===== config.mk =====
export PLATFORM = sky130hd
export DESIGN_NAME = sspp_sqrt
export DESIGN_NICKNAME = d
export VERILOG_FILES = /design/src/rtl/sspp_sqrt.sv
export SDC_FILE = /design/constraint.sdc
export NUM_CORES = 2
export LEC_CHECK = 0
export BUFFER_PORTS_ARGS = -buffer_cell sky130_fd_sc_hd__buf_2
export CORE_MARGIN = 2
export CORE_UTILIZATION = 55
export CTS_BUF_LIST = sky130_fd_sc_hd__clkbuf_4 sky130_fd_sc_hd__clkbuf_8
export DETAILED_ROUTE_END_ITERATION = 8
export PLACE_DENSITY = 0.83
export SLEW_MARGIN = 40
export SYNTH_ARGS = -nofsm -noshare
export SYNTH_HDL_FRONTEND = slang
export SYNTH_SLANG_ARGS = --single-unit

===== constraint.sdc =====
create_clock -name clk_i -period 4 [get_ports clk_i]
set_input_delay 0.6 -clock clk_i [delete_from_list [all_inputs] [get_ports clk_i]]
set_output_delay 0.6 -clock clk_i [all_outputs]
set_load 0.005 [all_outputs]

===== src/rtl/sspp_sqrt.sv =====
// ----------------------------------------------------------------------------
// sspp_sqrt
// Pipelined integer square root, one result bit per register stage.
// ----------------------------------------------------------------------------
module sspp_sqrt #(
  parameter int RW = 24,
  parameter int SW = 8
) (
  input  logic            clk_i,
  input  logic            rst_ni,
  input  logic            valid_i,
  input  logic [2*RW-1:0] rad_i,
  input  logic [SW-1:0]   side_i,
  output logic            valid_o,
  output logic [RW-1:0]   root_o,
  output logic [SW-1:0]   side_o
);

  localparam int NW = 2 * RW;

  logic          v_q   [RW];
  logic [NW-1:0] n_q   [RW];
  logic [NW-1:0] res_q [RW];
  logic [SW-1:0] sb_q  [RW];

  for (genvar k = 0; k < RW; k++) begin : g_stage
    localparam logic [NW-1:0] Bit = {{(NW-1){1'b0}}, 1'b1} << (2 * (RW - 1 - k));
    logic          v_in;
    logic [NW-1:0] n_in;
    logic [NW-1:0] res_in;
    logic [SW-1:0] sb_in;
    logic [NW-1:0] trial;

    if (k == 0) begin : g_first
      assign v_in   = valid_i;
      assign n_in   = rad_i;
      assign res_in = '0;
      assign sb_in  = side_i;
    end else begin : g_next
      assign v_in   = v_q[k-1];
      assign n_in   = n_q[k-1];
      assign res_in = res_q[k-1];
      assign sb_in  = sb_q[k-1];
    end

    assign trial = res_in + Bit;

    always_ff @(posedge clk_i or negedge rst_ni) begin
      if (!rst_ni) begin
        v_q[k] <= 1'b0;
      end else begin
        v_q[k] <= v_in;
      end
    end

    always_ff @(posedge clk_i) begin
      if (n_in >= trial) begin
        n_q[k]   <= n_in - trial;
        res_q[k] <= (res_in >> 1) + Bit;
      end else begin
        n_q[k]   <= n_in;
        res_q[k] <= res_in >> 1;
      end
      sb_q[k] <= sb_in;
    end
  end

  assign valid_o = v_q[RW-1];
  assign root_o  = res_q[RW-1][RW-1:0];
  assign side_o  = sb_q[RW-1];

endmodule


==> parameters.txt <==
Parameter                              Value

Synthesis
  Fraction of registers with async set or reset after synthesis    1.481%
  Synthesized instance count    5420
  Primary FF master, synth    dfxtp_1
  Number of distinct library cells after synthesis    89
  Leading post-synthesis cells by cell area    dfxtp_1 (56%), ha_1 (7.1%), xnor2_1 (3.7%), xor2_1 (3.7%), a21oi_1 (2.7%)
  Post-synth top area share    roughly 56%
  Post-synthesis cell area    about 57000 µm²
  Number of flops mapped to enable cells by yosys    0
  Proportion of synthesized chip area in sequential cells    57.12%
  Syn Area/Cell    10.51 µm²
  Cell accounting for the most synthesized area    dfxtp_1
  Syn nets    5801
  Register bit total from synthesis    between 1500 and 2000
  Count of warnings emitted by yosys    0

Worst setup path
  Category of cells accounting for the largest share of critical-path delay    simple AND/OR/NAND/NOR gates
  Category of the most critical setup path    flip-flop to flip-flop
  Cell repeated most along the worst path    buf_4
  Slowest Stage Delay on Critical Path    680 ps
  Cells traversed along the worst timing path    inv_1 > ha_1 > nor4b_1 > buf_4 > nand4_1 > or4b_2 > nor4_2 > buf_4 > or4_1 > nand3b_4 > a21boi_2 > or4b_1 > xnor2_1
  Worst Setup Start Kind    flip-flop
  Endpoint class of the critical path    flip-flop
  CP arrival    4670 ps
  Worst-path fanout max    4
  Required time at the worst-slack endpoint    4790 ps
  Critical path's slowest cell    or4b_2
  Count of buffer and inverter cells on the critical path    3

Detailed routing
  Routed wire length on met2    ~67000 µm
  Via Count    39910
  Detailed-routing wirelength on met1    46670 µm
  WL per Instance    roughly 17 µm
  Detailed Route Iter0 Violations    2159
  Via-per-instance ratio    5.438
  Residual antenna-violating net count after detailed routing    0
  Wire length on met3    6030 µm
  DR pass1 iterations    7
  Highest signal layer in the routed design    met4
  Sum of routed wire length over all layers    127700 µm
  Total DRC errors in the routed layout    0

Floorplan
  Initial Util    55.22%
  DIE WIDTH    325.9 µm
  Die Span Y    325.9 µm
  Boundary pin count    92
  Row count    about 120
  Core Box Area    103200 µm²
  Die outline area    between 100000 and 150000 µm²

STA
  Pins over their slew limit    0
  Min cycle time layout    3876 ps
  Endpoints failing hold    0
  Share of the clock period used by the worst path    96.89%
  Max frequency    ~0.26 GHz
  Worst Max-Slew Pin Slew    872.4 ps
  RSZ-0062 raised after global routing    false
  Worst hold-check slack    approximately 220 ps
  Setup violation total in the final timing report    0
  Headroom to the max-slew limit    41.22%
  Clock skew    83.41 ps

Clocking
  Number of gates resized after cts    0
  Clock transition at the register clock pins on the worst setup and hold paths after CTS    approximately 70 ps
  Clock net sink count    1620
  Largest buffer count on any clock path    3
  Clock latency reported for the late side of the worst-skew pair    940 ps
  Hold buffers post-CTS    58
  Number of post-CTS setup repair buffers    0
  Clock Tree Root    clkbuf_8
  TritonCTS clock tree    built
  Number of clock buffers inserted by TritonCTS    237
  Number of levels in the clock H-tree    4

Cells and area
  Cell Count, Final, Fillers Out    between 7000 and 8000
  Net total in the final layout    6145
  FF+latch area    approximately 33000 µm²
  Area of the multi-input gates    roughly 23000 µm²
  Final design utilization    63.25%
  Fraction of final layout cells sized beyond drive strength 1    11.18%
  Fill cells    7640
  Area growth from synthesis to final layout    14.54%

Placed design
  Placed wire-length estimate after detailed placement    just under 90000 µm
  Count of placed standard cells including taps    6847
  GP Congestion    a little under 1
  Buffers added on ports    between 90 and 100

Power and ir drop
  Leakage dissipation    29.78 nW
  Peak supply drop    0.0006563 V
  Total power divided by cell area    729.8 nW/µm²
  Post-route total power    about 48 mW

Hold path
  Kind of path behind the tightest hold check    input port to asynchronous set/reset pin

Global routing
  Overall overflow remaining after global route    0
  Number of antenna violations at the first check in global routing    1
  Pin count of the biggest net entering global routing    42
  First-pass GRT wire length    204300 µm
  Overall global routing resource usage    23.66%
  Number of global-route vias before repair    41500

Flow run
  Maximum capacitance violations    0

Status
  Status    finished clean
==> worst paths after layout <==
kind                                from                to  cells after the start  slack, ps
max                        res_q[4][106]       n_q[4][191]                     13        120
min                               rst_ni  g_stage[22].v_in                      2        220
max reg2reg                res_q[4][106]       n_q[4][191]                     13        120
min reg2reg                  sb_q[0][53]       sb_q[0][61]                      0        300
max in group asynchronous         rst_ni  g_stage[14].v_in                      2       3430
min in group clk_i           sb_q[0][53]       sb_q[0][61]                      0        300
==> state kept, by name, indices dropped and copies added (netlist names) <==
register / flops
g_stage.v_in: 23
n_q: 1104
res_q: 300
sb_q: 192
valid_o: 1
==> metal layers <==
metal  vias up  global-route usage, %
li1      19510                      -
met1     18610                  22.90
met2      1291                  45.48
met3       493                  4.616
met4         0                  15.00
met5         -                      0
==> synth_stat cells (14+ instances only) <==
cell,n
o211ai_1,19
o31ai_1,32
o21bai_1,27
nand2_1,325
dfxtp_1,1596
nand4_1,92
a21oi_1,309
nor3_1,151
nor4_1,183
mux2_2,47
nand4b_1,16
a21o_1,83
xor2_1,241
or2_2,15
o21a_1,66
nor4b_1,22
nand2b_1,63
inv_1,405
a211oi_1,23
o21ai_0,245
or4_1,22
nor2_1,324
and2_1,23
nand3b_1,18
dfrtp_1,24
nor2b_1,49
or3_1,56
clkbuf_1,73
a31oi_1,17
xnor2_1,241
nand3_1,75
mux2i_1,14
ha_1,322
==> worst reg2reg max path, cell delays in order (launching register included) <==
cell      delay (ps)
dfxtp_1          330
inv_1             50
ha_1             330
nor4b_1          320
buf_4            190
nand4_1           90
or4b_2           680
nor4_2           490
buf_4            190
or4_1            130
nand3b_4         140
a21boi_2         190
or4b_1           480
xnor2_1          140
==> area by class of cell <==
class                           count  share of cell area (%)
Multi-Input combinational cell   3306                   34.68
Clock inverter                     58                   1.142
Clock buffer                      374                   7.206
Tap cell                         1380                   2.645
Timing Repair Buffer              193                   2.112
Antenna cell                        2                0.007668
Sequential cell                  1620                   49.87
Inverter                          406                   2.335
==> layout by cell type, fill, tap and decap left out, types with 15 or more instances in the layout <==
master | Yosys | final
a211oi_1 | 23 | 21
a21o_1 | 83 | 83
a21oi_1 | 309 | 309
a31oi_1 | 17 | 17
and2_1 | 23 | 23
buf_2 | 6 | 91
buf_4 | 2 | 43
clkbuf_4 | 0 | 71
clkbuf_8 | 0 | 303
clkinv_2 | 0 | 28
dfrtp_1 | 24 | 24
dfxtp_1 | 1596 | 1596
dlygate4sd3_1 | 0 | 58
ha_1 | 322 | 322
inv_1 | 405 | 405
mux2_2 | 47 | 47
nand2_1 | 325 | 325
nand2b_1 | 63 | 63
nand3_1 | 75 | 75
nand3b_1 | 18 | 18
nand4_1 | 92 | 92
nand4b_1 | 16 | 16
nor2_1 | 324 | 322
nor2b_1 | 49 | 49
nor3_1 | 151 | 150
nor4_1 | 183 | 180
nor4b_1 | 22 | 22
o211ai_1 | 19 | 19
o21a_1 | 66 | 66
o21ai_0 | 245 | 244
o21bai_1 | 27 | 27
o31ai_1 | 32 | 32
or2_2 | 15 | 15
or3_1 | 56 | 56
or4_1 | 22 | 22
xnor2_1 | 241 | 241
xor2_1 | 241 | 241
==> kinds of logic (layout without fill, tap and decap cells) <==
| group | after synthesis | after routing | synth area share (%) |
|---|---|---|---|
| AOI/OAI and AO/OA | 943 | 943 | 10.27 |
| xor gates and xnor gates | 482 | 482 | 7.408 |
| adders and majority gates | 322 | 322 | 7.070 |
| buffers and inverters | 494 | 1031 | 3.296 |
| DFF | 1620 | 1620 | 57.12 |
| muxes | 61 | 61 | 1.175 |
| other | 0 | 2 | 0 |
| and+or+nand+nor | 1498 | 1498 | 13.66 |
==> power breakdown <==
| part | internal [mW] | leakage (nW) | switching (mW) |
|---|---|---|---|
| Sequential | 19.5 | 13.7 | 2.49 |
| Clock | 8.09 | 2.85 | 6.39 |
| Combinational | 5.01 | 13.3 | 6.11 |
| Total | 32.6 | 29.8 | 15.0 |
==> metrics by stage <==
step           setup WS, ps  TNS (ps)  cell area, µm²
5_1_grt               16.72         0           65270
3_5_place_dp          143.0         0           59210
6_report              124.3         0           65270
3_3_place_gp         -147.0    -827.0           59180
2_1_floorplan         901.4         0           56980
4_1_cts               92.49         0           65240
Note: power is estimated with default switching activity, not from simulation.
